[src/rtl/core/imu_pkt_pkg.sv]
// Shared types and constants for the IMU FIFO packet parser.
// No dependencies; imported by every module of the block.
package imu_pkt_pkg;

	localparam int FIFO_BYTES_DEF = 2048;
	localparam int PKT_LEN = 20;
	localparam int POS_W = $clog2(PKT_LEN);
	localparam logic [POS_W-1:0] LAST_POS = POS_W'(PKT_LEN - 1);

	localparam int CNT_W = 16;
	localparam int PER_W = 16;
	localparam int TS_W = 64;
	// count/20 = (count>>2)/5, exact via reciprocal multiply for 16-bit counts
	localparam int PKTS_W = 12;
	localparam logic [15:0] DIV5_MAGIC = 16'd52429;
	localparam int DIV5_SHIFT = 18;
	localparam int DIV_PROD_W = CNT_W - 2 + 16;

	localparam logic [PER_W-1:0] PERIOD_RST = 16'd500;

	// header: bit 7 clear, bits 6..4 set, bits 3..2 = 2'b10
	localparam logic [7:0] HDR_MASK = 8'hfc;
	localparam logic [7:0] HDR_GOOD = 8'h78;
	localparam logic [19:0] INVALID20 = 20'h80000;

	localparam logic OP_START = 1'b0;
	localparam logic OP_DATA = 1'b1;

	localparam logic [1:0] ST_SAMPLE = 2'd0;
	localparam logic [1:0] ST_LOST = 2'd1;
	localparam logic [1:0] ST_OVF = 2'd2;

	localparam logic [1:0] REG_ACCEL_EN = 2'd0;
	localparam logic [1:0] REG_GYRO_EN = 2'd1;
	localparam logic [1:0] REG_PERIOD = 2'd2;

	typedef logic [PKT_LEN-1:0][7:0] pkt_t;

	typedef struct packed {
		logic hdr_ok;
		logic acc_bad;
		logic [19:0] ax;
		logic [19:0] ay;
		logic [19:0] az;
		logic [19:0] gx;
		logic [19:0] gy;
		logic [19:0] gz;
		logic [15:0] temp;
	} smp_t;

	typedef struct packed {
		logic load;
		logic [TS_W-1:0] value;
	} ts_load_t;

endpackage

[src/rtl/core/imu_pkt_decode.sv]
// Packet field decode: header check and 20-bit accel/gyro rebuild.
// Depends on imu_pkt_pkg.
module imu_pkt_decode import imu_pkt_pkg::*; (
	input  pkt_t pkt,
	output smp_t smp
);

	function automatic logic [19:0] join20(input logic [7:0] hi, input logic [7:0] mid,
		input logic [3:0] lo);
		return {hi, mid, lo};
	endfunction

	always_comb begin
		smp.hdr_ok = (pkt[0] & HDR_MASK) == HDR_GOOD;
		// low nibbles: accel in upper half, gyro in lower half of bytes 17..19
		smp.ax = join20(pkt[1], pkt[2], pkt[17][7:4]);
		smp.ay = join20(pkt[3], pkt[4], pkt[18][7:4]);
		smp.az = join20(pkt[5], pkt[6], pkt[19][7:4]);
		smp.gx = join20(pkt[7], pkt[8], pkt[17][3:0]);
		smp.gy = join20(pkt[9], pkt[10], pkt[18][3:0]);
		smp.gz = join20(pkt[11], pkt[12], pkt[19][3:0]);
		smp.temp = {pkt[13], pkt[14]};
		smp.acc_bad = (smp.ax == INVALID20) || (smp.ay == INVALID20) ||
			(smp.az == INVALID20);
	end

endmodule

[src/rtl/core/imu_pkt_tsgen.sv]
// First-packet timestamp: now - (packets-1)*period over two register stages.
// Depends on imu_pkt_pkg.
module imu_pkt_tsgen import imu_pkt_pkg::*; (
	input  logic              clk,
	input  logic              arst_n,
	input  logic              go,
	input  logic [TS_W-1:0]   now,
	input  logic [PKTS_W-1:0] n1,
	input  logic [PER_W-1:0]  period,
	output ts_load_t          ld
);

	logic                      go_s1, go_s2;
	logic [TS_W-1:0]           now_s1, now_s2;
	logic [PKTS_W-1:0]         n1_s1;
	logic [PKTS_W+PER_W-1:0]   prod_s2;

	always_ff @(posedge clk or negedge arst_n) begin
		if (!arst_n) begin
			go_s1 <= 1'b0;
			go_s2 <= 1'b0;
		end else begin
			go_s1 <= go;
			go_s2 <= go_s1;
		end
	end

	always_ff @(posedge clk) begin
		now_s1 <= now;
		n1_s1 <= n1;
		now_s2 <= now_s1;
		prod_s2 <= (PKTS_W+PER_W)'(n1_s1) * (PKTS_W+PER_W)'(period);
	end

	always_comb begin
		ld.load = go_s2;
		ld.value = now_s2 - TS_W'(prod_s2);
	end

endmodule

[src/rtl/core/imu_fifo_packet_parser.sv]
// Top level of the IMU FIFO packet parser: input register, packet store,
// batch state, result register. Uses imu_pkt_pkg, imu_pkt_decode, imu_pkt_tsgen.
//
// Input channel (in_valid/in_stall): one word per item. opcode 0 starts a
// batch with fifo_count and now_us; opcode 1 carries one FIFO data_byte.
// Output channel (out_valid/out_stall): zero or one result per item, in order.
// status 0 is a sample, 1 a lost frame (header bad, rest of batch dropped),
// 2 a FIFO overflow (count at or above FIFO_BYTES).
// Throughput: one item per cycle while the output is not stalled. An accepted
// item is held in the input register until it can advance; its result is then
// loaded into the output register and shows on out_valid.
// The first-packet timestamp comes from a two-stage multiply/subtract path
// that finishes well before the first packet of a batch can complete.
// While out_valid is high and out_stall is asserted the result holds, and
// in_stall rises once the input register holds a word that cannot move.
// Configuration: cfg_we writes cfg_data into register cfg_index (0 accel
// enable, 1 gyro enable, 2 sample period); write only while idle.
// Reset (arst_n low) clears batch state and out_valid; the period resets to
// 500 and both enables to 0.
module imu_fifo_packet_parser import imu_pkt_pkg::*; #(
	parameter int FIFO_BYTES = FIFO_BYTES_DEF
) (
	input  logic                clk,
	input  logic                arst_n,
	input  logic                cfg_we,
	input  logic [1:0]          cfg_index,
	input  logic [PER_W-1:0]    cfg_data,
	input  logic                in_valid,
	output logic                in_stall,
	input  logic                opcode,
	input  logic [7:0]          data_byte,
	input  logic [CNT_W-1:0]    fifo_count,
	input  logic [TS_W-1:0]     now_us,
	output logic                out_valid,
	input  logic                out_stall,
	output logic [1:0]          status,
	output logic signed [19:0]  accel_x,
	output logic signed [19:0]  accel_y,
	output logic signed [19:0]  accel_z,
	output logic signed [19:0]  gyro_x,
	output logic signed [19:0]  gyro_y,
	output logic signed [19:0]  gyro_z,
	output logic signed [15:0]  temperature_raw,
	output logic [TS_W-1:0]     timestamp_us,
	output logic                accel_valid,
	output logic                gyro_valid
);

	localparam logic [CNT_W-1:0] FIFO_LIM = CNT_W'(FIFO_BYTES);

	// configuration
	logic accel_en_q, gyro_en_q;
	logic [PER_W-1:0] period_q;

	always_ff @(posedge clk or negedge arst_n) begin
		if (!arst_n) begin
			accel_en_q <= 1'b0;
			gyro_en_q <= 1'b0;
			period_q <= PERIOD_RST;
		end else if (cfg_we) begin
			case (cfg_index)
				REG_ACCEL_EN: accel_en_q <= cfg_data[0];
				REG_GYRO_EN:  gyro_en_q <= cfg_data[0];
				REG_PERIOD:   period_q <= cfg_data;
				default: ;
			endcase
		end
	end

	// input register
	logic valid_s1, opcode_s1;
	logic [7:0] byte_s1;
	logic [CNT_W-1:0] count_s1;
	logic [TS_W-1:0] now_s1;
	logic out_valid_q;
	logic advance;

	assign advance = !out_valid_q || !out_stall;
	assign in_stall = valid_s1 && !advance;

	always_ff @(posedge clk or negedge arst_n) begin
		if (!arst_n) begin
			valid_s1 <= 1'b0;
		end else if (!in_stall) begin
			valid_s1 <= in_valid;
		end
	end

	always_ff @(posedge clk) begin
		if (in_valid && !in_stall) begin
			opcode_s1 <= opcode;
			byte_s1 <= data_byte;
			count_s1 <= fifo_count;
			now_s1 <= now_us;
		end
	end

	// batch state
	logic [POS_W-1:0] byte_pos_q;
	logic [PKTS_W-1:0] pkts_left_q;
	logic [TS_W-1:0] next_ts_q;
	logic [PKT_LEN-2:0][7:0] pkt_q;

	logic fire, is_start, is_data, done, ovf, produce;
	logic [DIV_PROD_W-1:0] div_prod;
	logic [PKTS_W-1:0] pkts;
	pkt_t pkt;
	smp_t smp;
	ts_load_t ts_ld;

	assign fire = valid_s1 && advance;
	assign is_start = fire && (opcode_s1 == OP_START);
	assign is_data = fire && (opcode_s1 == OP_DATA) && (pkts_left_q != '0);
	assign done = is_data && (byte_pos_q == LAST_POS);
	assign ovf = count_s1 >= FIFO_LIM;
	assign div_prod = DIV_PROD_W'(count_s1[CNT_W-1:2]) * DIV_PROD_W'(DIV5_MAGIC);
	assign pkts = div_prod[DIV5_SHIFT +: PKTS_W];

	always_comb begin
		pkt[PKT_LEN-2:0] = pkt_q;
		pkt[PKT_LEN-1] = byte_s1;   // last byte goes straight to decode
	end

	imu_pkt_decode u_decode (
		.pkt(pkt),
		.smp(smp)
	);

	imu_pkt_tsgen u_tsgen (
		.clk(clk),
		.arst_n(arst_n),
		.go(is_start && !ovf && (pkts != '0)),
		.now(now_s1),
		.n1(pkts - PKTS_W'(1)),
		.period(period_q),
		.ld(ts_ld)
	);

	always_ff @(posedge clk or negedge arst_n) begin
		if (!arst_n) begin
			byte_pos_q <= '0;
			pkts_left_q <= '0;
			next_ts_q <= '0;
		end else begin
			if (is_start) begin
				byte_pos_q <= '0;
				pkts_left_q <= ovf ? '0 : pkts;
			end else if (done) begin
				byte_pos_q <= '0;
				pkts_left_q <= smp.hdr_ok ? pkts_left_q - PKTS_W'(1) : '0;
			end else if (is_data) begin
				byte_pos_q <= byte_pos_q + POS_W'(1);
			end
			if (ts_ld.load) begin
				next_ts_q <= ts_ld.value;
			end else if (done) begin
				next_ts_q <= next_ts_q + TS_W'(period_q);
			end
		end
	end

	always_ff @(posedge clk) begin
		if (is_data && !done) begin
			pkt_q[byte_pos_q] <= byte_s1;
		end
	end

	// result register
	logic [1:0] status_q;
	logic [19:0] ax_q, ay_q, az_q, gx_q, gy_q, gz_q;
	logic [15:0] temp_q;
	logic [TS_W-1:0] ts_q;
	logic aval_q, gval_q;
	logic sample;

	assign sample = done && smp.hdr_ok;
	assign produce = (is_start && ovf) || (done && (!smp.hdr_ok || !smp.acc_bad));

	always_ff @(posedge clk or negedge arst_n) begin
		if (!arst_n) begin
			out_valid_q <= 1'b0;
		end else if (advance) begin
			out_valid_q <= produce;
		end
	end

	always_ff @(posedge clk) begin
		if (advance && produce) begin
			status_q <= is_start ? ST_OVF : (smp.hdr_ok ? ST_SAMPLE : ST_LOST);
			ax_q <= sample ? smp.ax : '0;
			ay_q <= sample ? smp.ay : '0;
			az_q <= sample ? smp.az : '0;
			gx_q <= sample ? smp.gx : '0;
			gy_q <= sample ? smp.gy : '0;
			gz_q <= sample ? smp.gz : '0;
			temp_q <= sample ? smp.temp : '0;
			ts_q <= is_start ? '0 : next_ts_q;
			aval_q <= sample && accel_en_q;
			gval_q <= sample && gyro_en_q;
		end
	end

	assign out_valid = out_valid_q;
	assign status = status_q;
	assign accel_x = ax_q;
	assign accel_y = ay_q;
	assign accel_z = az_q;
	assign gyro_x = gx_q;
	assign gyro_y = gy_q;
	assign gyro_z = gz_q;
	assign temperature_raw = temp_q;
	assign timestamp_us = ts_q;
	assign accel_valid = aval_q;
	assign gyro_valid = gval_q;

	a_stall_needs_word: assert property (@(posedge clk) disable iff (!arst_n)
		in_stall |-> valid_s1)
		else $error("input stalled with empty input register");

	a_pos_range: assert property (@(posedge clk) disable iff (!arst_n)
		byte_pos_q <= LAST_POS)
		else $error("byte position past packet end");

	a_idle_pos: assert property (@(posedge clk) disable iff (!arst_n)
		(pkts_left_q == '0) |-> (byte_pos_q == '0))
		else $error("partial packet with no packets expected");

	a_ovf_clean: assert property (@(posedge clk) disable iff (!arst_n)
		(out_valid_q && (status_q == ST_OVF)) |-> ((ts_q == '0) && !aval_q && !gval_q))
		else $error("overflow result carries data");

endmodule

[config.mk]
export PLATFORM = sky130hd
export DESIGN_NAME = imu_fifo_packet_parser
export DESIGN_NICKNAME = d
export VERILOG_FILES = /design/src/rtl/core/imu_pkt_pkg.sv /design/src/rtl/core/imu_pkt_decode.sv /design/src/rtl/core/imu_pkt_tsgen.sv /design/src/rtl/core/imu_fifo_packet_parser.sv
export SDC_FILE = /design/constraint.sdc
export NUM_CORES = 1
export LEC_CHECK = 0
export BUFFER_PORTS_ARGS = -buffer_cell sky130_fd_sc_hd__buf_2
export CORE_AREA = 2 2 225 271
export CTS_BUF_LIST = sky130_fd_sc_hd__clkbuf_2 sky130_fd_sc_hd__clkbuf_4 sky130_fd_sc_hd__clkbuf_8
export DETAILED_ROUTE_END_ITERATION = 8
export DIE_AREA = 0 0 227 273
export PLACE_DENSITY = 0.83
export SYNTH_ARGS = -nofsm -noshare
export SYNTH_HDL_FRONTEND = slang
export SYNTH_SLANG_ARGS = --single-unit
[constraint.sdc]
create_clock -name clk -period 9.7 [get_ports clk]
set_clock_uncertainty 0.1 [all_clocks]
set_input_delay 0.97 -clock clk [delete_from_list [all_inputs] [get_ports clk]]
set_output_delay 0.97 -clock clk [all_outputs]
set_load 0.1 [all_outputs]
==> out/summary.md <==
The flow ran to the end, and the final reports show no timing, DRC or antenna violations. The number of buffers added by the clock tree synthesis step is 101. The worst hold path belongs to the class in -> async. The tools report the launching element type of the critical path as a flip-flop. For this run, design rule violations remaining after detail routing come to 0. The congestion estimate from routability-driven global placement came to 0.932. Of the cells placed in the final design, the portion with a size suffix greater than 1 is 16.4%. The number of antenna violations at the first check in global routing is 3, and the depth of the worst register-to-register path is 21. Max-cap violations in this run came to 0. The wire length of the first global-routing pass came out at 136 mm. Total core area: 59300 µm².

The number of pins exceeding their max-slew limit in the final report came out at 0. After clock tree synthesis, the clock-pin slew on the worst setup and hold paths is 0.07 ns. The worst path uses 66.4% of the clock period. The count of endpoints failing hold in the final timing report is 0. Global routing used 28.7% of the available tracks across all layers.

The clock latency at the later pin of the worst-skew pair was 0.73 ns; the total nets after synthesis was 3610. In this run the register-to-register setup slack is 3.26 ns. Entering global routing, the biggest net connects 145 pins. Synthesized area per cell: 11.8 µm².

Once the clock tree was built, the resizer swapped 0 gates to a different size. Critical path class: reg -> reg. The capture point of the worst reg-to-reg path was u_tsgen.go_s1. The distinct cell type count after synthesis is 89, and the total number of H-tree levels is 3. The number of enable flip-flop cells after synthesis is 427. The worst register-to-register path begins at count_s1[14]. The worst setup path is captured at a flip-flop. The area share of the largest cell type after synthesis is 35.2%, and the average via count per standard cell is 5.72. After synthesis the netlist holds a flip-flop and latch count of 698. After floorplanning, the core was divided into 98 placement rows. The run gives 63.9 mm as the post-detailed-placement half-perimeter wirelength. Of all nets on the critical path, the largest fanout is 7. The maximum count of clock buffers along a single path is 3. For the worst setup path, the data arrival time is 6.93 ns. The worst path needs 6.44 ns of the cycle, external delays included.

The maximum operating frequency is 155 MHz. The number of instances in the synthesized netlist was 3075; the share of synthesized flip-flops with an asynchronous set or reset was 14.8%. Final hold analysis gives a worst-case slack of 0.185 ns. For this run, global-route usage on met3 was measured as 5.02%. The clock drives 698 sinks.

The worst slew margin relative to its limit is 20.1%, and the die area is 62000 µm². The floorplan step set the die width to 227 µm. Global routing consumed, on the met1 layer, 33.6% of the routing resources. Of all cell types, the one taking the most synthesized area is sky130_fd_sc_hd__edfxtp_1. The count of hold-fix buffers inserted at cts came out at 0. Summed over all layers, the global routing overflow is 0. In the synthesized netlist the dominant register cell turns out to be sky130_fd_sc_hd__edfxtp_1. At the end of the flow, the number of nets in the layout was 3943. Yosys attributes the largest share of cell area to sky130_fd_sc_hd__edfxtp_1 (35%), sky130_fd_sc_hd__fa_1 (11%), sky130_fd_sc_hd__dfxtp_1 (9.2%). Buffers placed on the I/O ports in this run total 317. CTS placed an instance of sky130_fd_sc_hd__clkbuf_8 at the clock tree root. The post-synth design cell area came out at 36400 µm².

During synthesis, Yosys emitted a total of 0 warnings. The run gives 40900 µm² as the area of all placed cells without fillers. The number of global-route vias before repair came out at 25100. The global-route layer with the greatest usage is met2.

TritonCTS built the clock tree. In this run, the number of DRC markers left after iteration 0 of detailed routing was 1907. From synthesis to final layout, the design area changed by 12.4%. The total routed wirelength is 87.8 mm. Summing the sequential cell areas from Yosys gives 51.6% of the chip area. Summed over all failing endpoints, the final setup total negative slack is 0 ns. In this run the vertical extent of the chip is 273 µm. For this run, global-route usage on met2 was measured as 50.8%. The final setup violation count is 0, and the worst-margin pin slew is 1.20 ns.

At the worst endpoint, the required time is 10.18 ns. The first TritonRoute pass finished after 8 iterations. The initial core utilization was 61.3%; the average wire length per cell after detail routing was 20.5 µm. For this design the top-level I/O count stands at 318.

The tools report the number of setup buffers added after CTS as 0. For this block, the via count after detailed routing is 24500. Setup repair after global routing left no endpoint under its margin. In this run the remaining antenna-violating nets after routing total 0.

Summing all placed instances gives a cell area of 38800 µm².
[critical path: stages, from the launching register on]
cell and delay, ns:
sky130_fd_sc_hd__edfxtp_1 0.41, sky130_fd_sc_hd__inv_1 0.10, sky130_fd_sc_hd__ha_1 0.32, sky130_fd_sc_hd__inv_1 0.06, sky130_fd_sc_hd__fa_1 0.65, sky130_fd_sc_hd__fa_1 0.48
sky130_fd_sc_hd__fa_1 0.54, sky130_fd_sc_hd__inv_1 0.06, sky130_fd_sc_hd__fa_1 0.50, sky130_fd_sc_hd__inv_1 0.06, sky130_fd_sc_hd__fa_1 0.50, sky130_fd_sc_hd__inv_1 0.04
sky130_fd_sc_hd__ha_1 0.35, sky130_fd_sc_hd__and3_1 0.25, sky130_fd_sc_hd__nand2_1 0.08, sky130_fd_sc_hd__o2111a_2 0.28, sky130_fd_sc_hd__a211oi_2 0.32, sky130_fd_sc_hd__a21bo_4 0.23
sky130_fd_sc_hd__a21oi_1 0.13, sky130_fd_sc_hd__mux2_4 0.35, sky130_fd_sc_hd__nor3b_1 0.33, sky130_fd_sc_hd__a41oi_1 0.18
[cell families (layout without fill, tap and decap cells)]
logic type / after synthesis / after routing / share of synthesized area, %
buffers and inverters: 420 / 836 / 4.38
xor gates and xnor gates: 152 / 152 / 3.66
adders and majority gates: 423 / 423 / 18.6
AOI/OAI and AO/OA: 372 / 372 / 6.69
other: 0 / 2 / 0
and+or+nand+nor: 962 / 962 / 13.7
DFF: 698 / 698 / 51.6
muxes: 48 / 48 / 1.40
[synth_stat cells, drive strengths merged (10+ instances only)]
master  count
inv       314
nor2      134
a21o       40
ha        227
mux2i      29
a211oi     12
dfrtp      97
nor3       49
and3      157
nand4      23
xor2       76
o21bai     10
and2      127
edfxtp    427
dfxtp     168
o211ai     10
o21a       14
o21ai      88
xnor2      76
clkbuf     92
nor2b      12
buf        14
mux2       19
nand2b     18
nor4       37
fa        196
nand3      65
a31oi      23
nand2     276
a21oi     105
[metal layers]
metal | vias up | part of all wire (%)
met3 | 240 | 6.8
met2 | 1035 | 51
met5 | - | 0.014
met4 | 2 | 4.7
met1 | 11900 | 37
li1 | 11300 | -
[worst max path at each step]
stage                 startpoint             to  depth (start not counted)
detailed placement  count_s1[14]  u_tsgen.go_s1                         21
floorplan              out_stall    accel_valid                          7
CTS                 count_s1[14]  u_tsgen.go_s1                         21
global placement    count_s1[14]  u_tsgen.go_s1                         21
global route        count_s1[14]  u_tsgen.go_s1                         21
finish              count_s1[14]  u_tsgen.go_s1                         21
[sequential cells by signal, summed over array words and instances (netlist names), 5 cells and up]
register and flops:
accel_x 20, accel_y 20, accel_z 20, byte_pos_q 5, byte_s1 8, count_s1 16, gyro_x 20, gyro_y 20
gyro_z 20, next_ts_q 64, now_s1 64, period_q 16, pkt 134, pkts_left_q 12, temperature_raw 16, timestamp_us 64
u_tsgen.n1_s1 12, u_tsgen.now_s1 64, u_tsgen.now_s2 64, u_tsgen.prod_s2 28
[cells in the final DEF (no fill, tap or decap), drive strengths merged, types with 10 or more instances in the layout]
| cell | synthesis | final |
|---|---|---|
| dfrtp | 97 | 97 |
| o21a | 14 | 14 |
| a21oi | 105 | 105 |
| buf | 14 | 336 |
| nor3 | 49 | 49 |
| a31oi | 23 | 23 |
| and2 | 127 | 127 |
| nor2 | 134 | 134 |
| mux2i | 29 | 29 |
| ha | 227 | 227 |
| a21o | 40 | 40 |
| clkbuf | 92 | 143 |
| clkinv | 0 | 30 |
| nand3 | 65 | 65 |
| nand2 | 276 | 276 |
| edfxtp | 427 | 427 |
| a211oi | 12 | 12 |
| xnor2 | 76 | 76 |
| o211ai | 10 | 10 |
| o21bai | 10 | 10 |
| o21ai | 88 | 88 |
| xor2 | 76 | 76 |
| fa | 196 | 196 |
| dfxtp | 168 | 168 |
| nor2b | 12 | 12 |
| and3 | 157 | 157 |
| mux2 | 19 | 19 |
| nor4 | 37 | 37 |
| nand4 | 23 | 23 |
| inv | 314 | 320 |
| nand2b | 18 | 18 |
[layout make-up]
cell class / count / area (µm²)
well taps: 800 / 1000
multi-input cells: 1957 / 16100
repair buffers: 336 / 1730
diodes: 2 / 5.00
fillers: 4280 / 18400
flip-flops and latches: 698 / 18800
inverters: 314 / 1180
clock inverters: 43 / 404
clock buffers: 143 / 1760
[metrics by stage]
step	utilization, %	setup WS [ns]	cells
global route	69.0	2.87	4293
CTS	68.9	3.30	4291
detailed placement	65.3	3.31	4105
floorplan	-	2.35	3075
global placement	65.3	3.45	4105
finish	69.0	3.26	4293
Power is not shown: default switching activity piles up to over one toggle a cycle in this logic, so the estimate is an artifact.
